[src/rtl/mi_pkg.sv]
// Shared definitions for the modular inverse core.
// Holds the default word width and the sequencer state codes; no dependencies.
package mi_pkg;

   localparam int WIDTH_DEFAULT = 32;

   typedef enum logic [7:0] {
      ST_IDLE   = 8'b0000_0001,
      ST_CHECK  = 8'b0000_0010,
      ST_ALIGN  = 8'b0000_0100,
      ST_DIVIDE = 8'b0000_1000,
      ST_UPDATE = 8'b0001_0000,
      ST_REDUCE = 8'b0010_0000,
      ST_NEGATE = 8'b0100_0000,
      ST_DONE   = 8'b1000_0000
   } mi_state_type;

endpackage

[src/rtl/mi_if.sv]
// Valid/ready channel interfaces for the modular inverse core.
// Request carries value and modulus, response carries inverse and gcd; uses mi_pkg.
interface mi_req_if #(parameter int WIDTH = mi_pkg::WIDTH_DEFAULT);
   logic             valid;
   logic             ready;
   logic [WIDTH-1:0] value;
   logic [WIDTH-1:0] modulus;

   modport source (output valid, output value, output modulus, input ready);
   modport sink   (input valid, input value, input modulus, output ready);
endinterface

interface mi_rsp_if #(parameter int WIDTH = mi_pkg::WIDTH_DEFAULT);
   logic             valid;
   logic             ready;
   logic [WIDTH-1:0] inverse;
   logic [WIDTH-1:0] common_divisor;

   modport source (output valid, output inverse, output common_divisor, input ready);
   modport sink   (input valid, input inverse, input common_divisor, output ready);
endinterface

[src/rtl/modular_inverse_core.sv]
// Modular inverse by the extended Euclidean algorithm, one item at a time.
// Depends on mi_pkg, the channel interfaces in mi_if and the mi_alu unit.
//
// Each request (value, modulus) returns one response: the Bezout coefficient of value
// reduced into 0..modulus-1, and gcd(value, modulus); the coefficient is the inverse
// exactly when common_divisor is 1. A zero modulus gives gcd = value and inverse 0.
// Every Euclid step is a shift-and-subtract division on the single shared subtractor:
// the divisor is aligned one bit a cycle, then one quotient bit a cycle is produced
// while q * s is accumulated alongside. Over an item the alignment shifts of all steps
// (each the quotient's bit length less one, or zero) telescope to at most WIDTH. The
// request side is ready only while idle; a finished result waits in the output
// register and the next request can be taken meanwhile.
module modular_inverse_core #(
   parameter int WIDTH = mi_pkg::WIDTH_DEFAULT
) (
   input logic      clock,
   input logic      reset,
   mi_req_if.sink   req_bus,
   mi_rsp_if.source rsp_bus
);
   import mi_pkg::*;

   localparam int STEP_LIMIT = 2 * WIDTH + 4;
   localparam int STEP_BITS  = $clog2(STEP_LIMIT + 1);
   localparam int CNT_BITS   = $clog2(WIDTH);
   localparam logic [STEP_BITS-1:0] STEP_LAST = STEP_BITS'(STEP_LIMIT);

   mi_state_type state_ff, state_in;

   logic [WIDTH-1:0]     r_prev_ff, r_prev_in;
   logic [WIDTH-1:0]     r_cur_ff, r_cur_in;
   logic [WIDTH-1:0]     s_prev_ff, s_prev_in;
   logic [WIDTH-1:0]     s_cur_ff, s_cur_in;
   logic                 neg_prev_ff, neg_prev_in;
   logic                 neg_cur_ff, neg_cur_in;
   logic [WIDTH-1:0]     mod_ff, mod_in;
   logic [WIDTH-1:0]     rem_ff, rem_in;
   logic [WIDTH-1:0]     dsh_ff, dsh_in;
   logic [WIDTH-1:0]     acc_ff, acc_in;
   logic [WIDTH-1:0]     res_ff, res_in;
   logic [CNT_BITS-1:0]  cnt_ff, cnt_in;
   logic [STEP_BITS-1:0] step_ff, step_in;

   logic             rsp_valid_ff, rsp_valid_in;
   logic [WIDTH-1:0] rsp_inverse_ff, rsp_inverse_in;
   logic [WIDTH-1:0] rsp_gcd_ff, rsp_gcd_in;

   logic [WIDTH-1:0] alu_x, alu_y, alu_diff;
   logic             alu_ge;
   logic             req_xfer, out_free;

   mi_alu #(.WIDTH(WIDTH)) u_alu (
      .x    (alu_x),
      .y    (alu_y),
      .diff (alu_diff),
      .ge   (alu_ge)
   );

   assign req_bus.ready          = (state_ff == ST_IDLE);
   assign req_xfer               = req_bus.valid && req_bus.ready;
   assign out_free               = !rsp_valid_ff || rsp_bus.ready;
   assign rsp_bus.valid          = rsp_valid_ff;
   assign rsp_bus.inverse        = rsp_inverse_ff;
   assign rsp_bus.common_divisor = rsp_gcd_ff;

   // operand selection for the shared subtractor
   always_comb begin
      case (state_ff)
         ST_ALIGN: begin
            alu_x = rem_ff;
            alu_y = {dsh_ff[WIDTH-2:0], 1'b0};
         end
         ST_DIVIDE: begin
            alu_x = rem_ff;
            alu_y = dsh_ff;
         end
         ST_REDUCE: begin
            alu_x = s_prev_ff;
            alu_y = mod_ff;
         end
         ST_NEGATE: begin
            alu_x = mod_ff;
            alu_y = res_ff;
         end
         default: begin
            alu_x = rem_ff;
            alu_y = dsh_ff;
         end
      endcase
   end

   always_comb begin
      state_in       = state_ff;
      r_prev_in      = r_prev_ff;
      r_cur_in       = r_cur_ff;
      s_prev_in      = s_prev_ff;
      s_cur_in       = s_cur_ff;
      neg_prev_in    = neg_prev_ff;
      neg_cur_in     = neg_cur_ff;
      mod_in         = mod_ff;
      rem_in         = rem_ff;
      dsh_in         = dsh_ff;
      acc_in         = acc_ff;
      res_in         = res_ff;
      cnt_in         = cnt_ff;
      step_in        = step_ff;
      rsp_valid_in   = rsp_valid_ff && !rsp_bus.ready;
      rsp_inverse_in = rsp_inverse_ff;
      rsp_gcd_in     = rsp_gcd_ff;

      case (state_ff)
         ST_IDLE: begin
            if (req_xfer) begin
               r_prev_in   = req_bus.value;
               r_cur_in    = req_bus.modulus;
               mod_in      = req_bus.modulus;
               s_prev_in   = WIDTH'(1);
               s_cur_in    = '0;
               neg_prev_in = 1'b0;
               neg_cur_in  = 1'b1;
               step_in     = '0;
               state_in    = ST_CHECK;
            end
         end
         ST_CHECK: begin
            if (r_cur_ff == '0 || step_ff == STEP_LAST) begin
               if (mod_ff == '0) begin
                  res_in   = '0;
                  state_in = ST_DONE;
               end else begin
                  state_in = ST_REDUCE;
               end
            end else begin
               rem_in   = r_prev_ff;
               dsh_in   = r_cur_ff;
               acc_in   = '0;
               cnt_in   = '0;
               state_in = ST_ALIGN;
            end
         end
         ST_ALIGN: begin
            // grow the divisor while its double still fits under the dividend
            if (!dsh_ff[WIDTH-1] && alu_ge) begin
               dsh_in = {dsh_ff[WIDTH-2:0], 1'b0};
               cnt_in = cnt_ff + CNT_BITS'(1);
            end else begin
               state_in = ST_DIVIDE;
            end
         end
         ST_DIVIDE: begin
            if (alu_ge) begin
               rem_in = alu_diff;
            end
            // quotient bits arrive MSB first, so shift-and-add builds q * s_cur
            acc_in = {acc_ff[WIDTH-2:0], 1'b0} + (alu_ge ? s_cur_ff : '0);
            dsh_in = {1'b0, dsh_ff[WIDTH-1:1]};
            if (cnt_ff == '0) begin
               state_in = ST_UPDATE;
            end else begin
               cnt_in = cnt_ff - CNT_BITS'(1);
            end
         end
         ST_UPDATE: begin
            r_prev_in   = r_cur_ff;
            r_cur_in    = rem_ff;
            s_prev_in   = s_cur_ff;
            s_cur_in    = s_prev_ff + acc_ff;
            neg_prev_in = neg_cur_ff;
            neg_cur_in  = neg_prev_ff;
            step_in     = step_ff + STEP_BITS'(1);
            state_in    = ST_CHECK;
         end
         ST_REDUCE: begin
            // final magnitude never reaches twice the modulus
            res_in   = alu_ge ? alu_diff : s_prev_ff;
            state_in = ST_NEGATE;
         end
         ST_NEGATE: begin
            if (neg_prev_ff && res_ff != '0) begin
               res_in = alu_diff;
            end
            state_in = ST_DONE;
         end
         ST_DONE: begin
            // hold until the output register is free
            if (out_free) begin
               rsp_valid_in   = 1'b1;
               rsp_inverse_in = res_ff;
               rsp_gcd_in     = r_prev_ff;
               state_in       = ST_IDLE;
            end
         end
         default: begin
            state_in = ST_IDLE;
         end
      endcase
   end

   always_ff @(posedge clock) begin
      if (reset) begin
         state_ff     <= ST_IDLE;
         rsp_valid_ff <= 1'b0;
      end else begin
         state_ff     <= state_in;
         rsp_valid_ff <= rsp_valid_in;
      end
   end

   always_ff @(posedge clock) begin
      r_prev_ff      <= r_prev_in;
      r_cur_ff       <= r_cur_in;
      s_prev_ff      <= s_prev_in;
      s_cur_ff       <= s_cur_in;
      neg_prev_ff    <= neg_prev_in;
      neg_cur_ff     <= neg_cur_in;
      mod_ff         <= mod_in;
      rem_ff         <= rem_in;
      dsh_ff         <= dsh_in;
      acc_ff         <= acc_in;
      res_ff         <= res_in;
      cnt_ff         <= cnt_in;
      step_ff        <= step_in;
      rsp_inverse_ff <= rsp_inverse_in;
      rsp_gcd_ff     <= rsp_gcd_in;
   end

   a_rem_below_divisor: assert property (@(posedge clock) disable iff (reset)
      (state_ff == ST_UPDATE) |-> (rem_ff < r_cur_ff))
      else $error("remainder not below divisor after division");

   a_result_reduced: assert property (@(posedge clock) disable iff (reset)
      (state_ff == ST_DONE && mod_ff != '0) |-> (res_ff < mod_ff))
      else $error("inverse not reduced below modulus");

   a_load_from_done: assert property (@(posedge clock) disable iff (reset)
      $rose(rsp_valid_ff) |-> $past(state_ff == ST_DONE))
      else $error("response raised outside the done state");

   a_busy_not_ready: assert property (@(posedge clock) disable iff (reset)
      (state_ff == ST_DIVIDE || state_ff == ST_ALIGN) |-> !req_bus.ready)
      else $error("request accepted while dividing");

endmodule

[src/rtl/mi_alu.sv]
// Shared subtract/compare unit of the modular inverse core.
// Gives x - y and the flag x >= y; no dependencies beyond mi_pkg defaults.
module mi_alu #(
   parameter int WIDTH = mi_pkg::WIDTH_DEFAULT
) (
   input  logic [WIDTH-1:0] x,
   input  logic [WIDTH-1:0] y,
   output logic [WIDTH-1:0] diff,
   output logic             ge
);
   logic [WIDTH:0] full;

   assign full = {1'b0, x} - {1'b0, y};
   assign diff = full[WIDTH-1:0];
   assign ge   = ~full[WIDTH];
endmodule
[src/flat_wrapper.sv]
// flat-port wrapper written by rule: the top's interface ports become plain ports
module modular_inverse_core_flat import mi_pkg::*;
#(
   parameter int WIDTH = mi_pkg::WIDTH_DEFAULT
)
  (clock, reset, req_bus_valid, req_bus_value, req_bus_modulus, req_bus_ready, rsp_bus_valid, rsp_bus_inverse, rsp_bus_common_divisor, rsp_bus_ready);
  mi_req_if #(.WIDTH(WIDTH)) req_bus_i ();
  mi_rsp_if #(.WIDTH(WIDTH)) rsp_bus_i ();
  input logic clock;
  input logic reset;
  input wire logic [$bits(req_bus_i.valid)-1:0] req_bus_valid;
  input wire logic [$bits(req_bus_i.value)-1:0] req_bus_value;
  input wire logic [$bits(req_bus_i.modulus)-1:0] req_bus_modulus;
  output wire logic [$bits(req_bus_i.ready)-1:0] req_bus_ready;
  output wire logic [$bits(rsp_bus_i.valid)-1:0] rsp_bus_valid;
  output wire logic [$bits(rsp_bus_i.inverse)-1:0] rsp_bus_inverse;
  output wire logic [$bits(rsp_bus_i.common_divisor)-1:0] rsp_bus_common_divisor;
  input wire logic [$bits(rsp_bus_i.ready)-1:0] rsp_bus_ready;
  assign req_bus_i.valid = req_bus_valid;
  assign req_bus_i.value = req_bus_value;
  assign req_bus_i.modulus = req_bus_modulus;
  assign req_bus_ready = req_bus_i.ready;
  assign rsp_bus_valid = rsp_bus_i.valid;
  assign rsp_bus_inverse = rsp_bus_i.inverse;
  assign rsp_bus_common_divisor = rsp_bus_i.common_divisor;
  assign rsp_bus_i.ready = rsp_bus_ready;
  modular_inverse_core #(.WIDTH(WIDTH)) u_core (.clock(clock), .reset(reset), .req_bus(req_bus_i), .rsp_bus(rsp_bus_i));
endmodule
[config.mk]
export PLATFORM = sky130hd
export DESIGN_NAME = modular_inverse_core_flat
export DESIGN_NICKNAME = d
export VERILOG_FILES = /design/src/rtl/mi_pkg.sv /design/src/rtl/mi_if.sv /design/src/rtl/modular_inverse_core.sv /design/src/rtl/mi_alu.sv /design/src/flat_wrapper.sv
export SDC_FILE = /design/constraint.sdc
export NUM_CORES = 1
export LEC_CHECK = 0
export ABC_AREA = 1
export BUFFER_PORTS_ARGS = -buffer_cell sky130_fd_sc_hd__buf_2
export CAP_MARGIN = 20
export CORE_UTILIZATION = 30
export DETAILED_ROUTE_END_ITERATION = 10
export HOLD_SLACK_MARGIN = 0.03
export SLEW_MARGIN = 20
export SYNTH_ARGS = -nofsm -noshare
export SYNTH_HDL_FRONTEND = slang
export SYNTH_SLANG_ARGS = --single-unit
[constraint.sdc]
create_clock -name clock -period 10.55 [get_ports clock]
set_input_delay 1.055 -clock clock [delete_from_list [all_inputs] [get_ports clock]]
set_output_delay 1.055 -clock clock [all_outputs]
set_load 0.005 [all_outputs]
==> results.toml <==
[pwr]
cellPowerDensity_nw_per_um2 = 188
clockPowerShare = 0.330
power_frac_comb = 0.243
total_power_mw = 4.72
switching_power_mw = 1.60
p_int_mw = 3.12
netSwitchingFraction = 0.339
p_leak_nw = 10.8
vdd_drop_max_uv = 102
seqPwrFrac = 0.427

[worst_setup_path]
r2r-start = "u_core.state_ff[1]$_SDFFE_PP0P_"
cp.arrival_ns = 6.96
worstSetupPathDepth = 27
setup.worst_path.class = "reg2reg"
r2r_slack_ns = 3.97
cpMaxStageDelayCell = "nand2_4"
cp-end-kind = "flip-flop"
cp.required_ns = 10.93
critPathLaunchType = "flip-flop"
cpPeakStageDelay_ns = 0.62
reg2reg_depth = 27
critPathTopFamily = "simple AND/OR/NAND/NOR gates"
critPathLaunch = "u_core.state_ff[1]$_SDFFE_PP0P_"
cpMostUsedCell = "nand2_1"
r2r_end = "u_core.acc_ff[22]$_SDFFCE_PN0P_"
critPathMaxFanout = 63
crit_buf_inv = 3

[cts]
cts_max_path_buffers = 3
numClockSinks = 375
root_buffer = "clkbuf_16"
ctsResizeCount = 0
cts_tree = "done"
cts_buffers = 42
clk_pin_slew_ns = 0.07
cts_setup_buffers = 0
hold_buffers = 0
clkLatencyLatePin_ns = 0.58
htreeDepth = 2

[drt]
dr.pass1.iters = 5
postRouteAntennaNets = 0
post_drt_wl_per_cell_um = 19.1
vias_per_cell = 5.02
drcViolationCount = 0
vias = 18200
drt-initial-drc-count = 1728
wirelength_um = 69000

[floorplan]
die_width_um = 272
rows = 98
core-area_sq_um = 71900
die_y_um = 272
ios = 134
die-area_sq_um = 74100
initial_utilization = 0.305

[global_route]
grt_max_degree = 87
grt_pass1_wl_um = 105000
gr-usage-all-layers = 0.183
antenna_found_initial = 1
grt_overflow = 0
grt_pass1_vias = 17700

[layout]
syn2layout_area_growth_pct = 14.4
final_common_cell = "nand2_1"
final_cell_area_sq_um = 25100
fillers = 7519
fin_nets = 2800
drive_above_1_share = 0.102
diodes = 0
mostFrequentLayoutCells = "nand2_1 (620), edfxtp_1 (366), inv_1 (337)"
utilization = 0.349

[min_path]
holdPathStages = 0
min_path_type = "reg2reg"
holdCritStartpoint = "u_core.res_ff[15]$_DFFE_PP_"
hold_end = "u_core.rsp_bus.inverse[15]$_DFFE_PP_"

[yosys]
synthArstFlopShare = 0
synth_nets = 2674
post_synth.cell_area_avg_sq_um = 8.75
yosysWarnings = 0
ys_ff_latch = 375
synth_cells = 2504
synth-edff-count = 366
synth.cell_area_sq_um = 21900
synth_cell_types = 57
ys.flop_type = "edfxtp_1"
ys_seq_area_frac = 0.510

[sta]
slew_violations = 0
slew_headroom = 0.344
setup_viol = 0
worst_pin_slew_ns = 0.984
tns_ns = 0
final_hold_viol_count = 0
fmax_mhz = 152
rsz0062_at_grt = "false"
period_minus_slack_ns = 6.58
clock_skew_ns = 0.0247
finalHoldWorstSlack_ns = 0.445
finalCritPeriodShare = 0.624

[placement]
post_dp_cell_area_sq_um = 23600
port_buffers = 133
gp_congestion = 0.959
dp_hpwl_um = 51900

[status]
status = "finished, final reports clean"

[flow_run]
maxCapViolCount = 0
## cells in the mapped netlist, drive strengths merged (3+ instances only)
library cell,instances,area [sq um]
nand2,634,2460
edfxtp,366,11000
inv,346,1310
nor2,295,1150
a21oi,168,845
o21ai,153,773
ha,98,1230
nand3,89,450
o221ai,76,666
buf,33,199
clkbuf,32,120
nand4,32,200
nor3,28,156
o21bai,17,128
o22ai,17,150
xor2,17,149
o21a,16,120
nor4,12,75.1
a21o,9,67.6
dfxtp,9,180
nor3b,8,60.1
a21boi,5,37.5
a221o,5,50.1
o31ai,5,37.5
or2,5,31.3
xnor2,5,43.8
fa,4,80.1
nand3b,4,30.0
o211ai,4,30.0
a31oi,3,18.8
## final cells by class
class / instances / area (sq um) / share of cell area
flip-flops and latches: 375 / 11200 / 0.445
multi-input cells: 1716 / 9160 / 0.365
inverters: 348 / 1320 / 0.0526
well taps: 950 / 1190 / 0.0474
clock buffers: 43 / 1050 / 0.0421
repair buffers: 147 / 791 / 0.0315
clock inverters: 35 / 397 / 0.0158
## power by group through the flow
| stage | Sequential (mW) | Combinational, mW | Clock, mW |
|---|---|---|---|
| after floorplan | 2.02 | 0.781 | 0 |
| after global placement | 2.04 | 1.13 | 0 |
| after detailed placement | 2.04 | 1.13 | 0 |
| after CTS | 2.01 | 1.14 | 1.59 |
| after global routing | 2.03 | 1.28 | 1.63 |
| final | 2.01 | 1.15 | 1.56 |
## routing by layer
layer / up-vias / GRT usage / routed length, um
met5: - / 0 / 0
met4: 0 / 0.0551 / 1940
met3: 96 / 0.0278 / 4610
met2: 641 / 0.304 / 32000
met1: 8582 / 0.246 / 30400
li1: 8834 / - / -
## per-stage QoR
| step | worst slack, ns | instances |
|---|---|---|
| after floorplan | 3.09 | 2504 |
| after global placement | 4.23 | 3535 |
| after detailed placement | 4.08 | 3536 |
| after CTS | 4.02 | 3614 |
| after global routing | 3.31 | 3614 |
| final | 3.97 | 3614 |
## worst reg2reg max path: cells and delay by family, from the launching register on
family / cells / cell delay [ns]
simple gates: 18 / 3.21
compound gates: 4 / 1.29
buf+inv: 3 / 0.91
fa+ha+maj: 2 / 0.66
flops: 1 / 0.33
## worst max-delay path by stage
stage / end
finish: u_core.acc_ff[22]$_SDFFCE_PN0P_
global route: u_core.acc_ff[30]$_SDFFCE_PN0P_
CTS: u_core.acc_ff[22]$_SDFFCE_PN0P_
detailed placement: u_core.acc_ff[22]$_SDFFCE_PN0P_
global placement: u_core.acc_ff[22]$_SDFFCE_PN0P_
floorplan: u_core.neg_cur_ff$_SDFFCE_PN1P_
## cell families after synthesis
kind of cell	Yosys count	synth area share
AND/OR/NAND/NOR	1108	0.211
AO/OA/AOI/OAI	484	0.136
buffers and inverters	413	0.0748
flip-flops	375	0.510
adder cells (fa/ha/maj)	102	0.0596
XOR/XNOR	22	0.00879
## state kept, by name (all words and copies together) (netlist names)
register	flops
u_core.state_ff	8
u_core.rem_ff	32
u_core.dsh_ff	32
u_core.acc_ff	32
u_core.rsp_bus.valid	1
u_core.mod_ff	32
u_core.neg_cur_ff	1
u_core.s_cur_ff	32
u_core.res_ff	32
u_core.r_prev_ff	32
u_core.s_prev_ff	32
u_core.step_ff	7
u_core.rsp_bus.common_divisor	32
u_core.cnt_ff	5
u_core.rsp_bus.inverse	32
u_core.r_cur_ff	32
u_core.neg_prev_ff	1
Power figures use the tool's default switching activity.
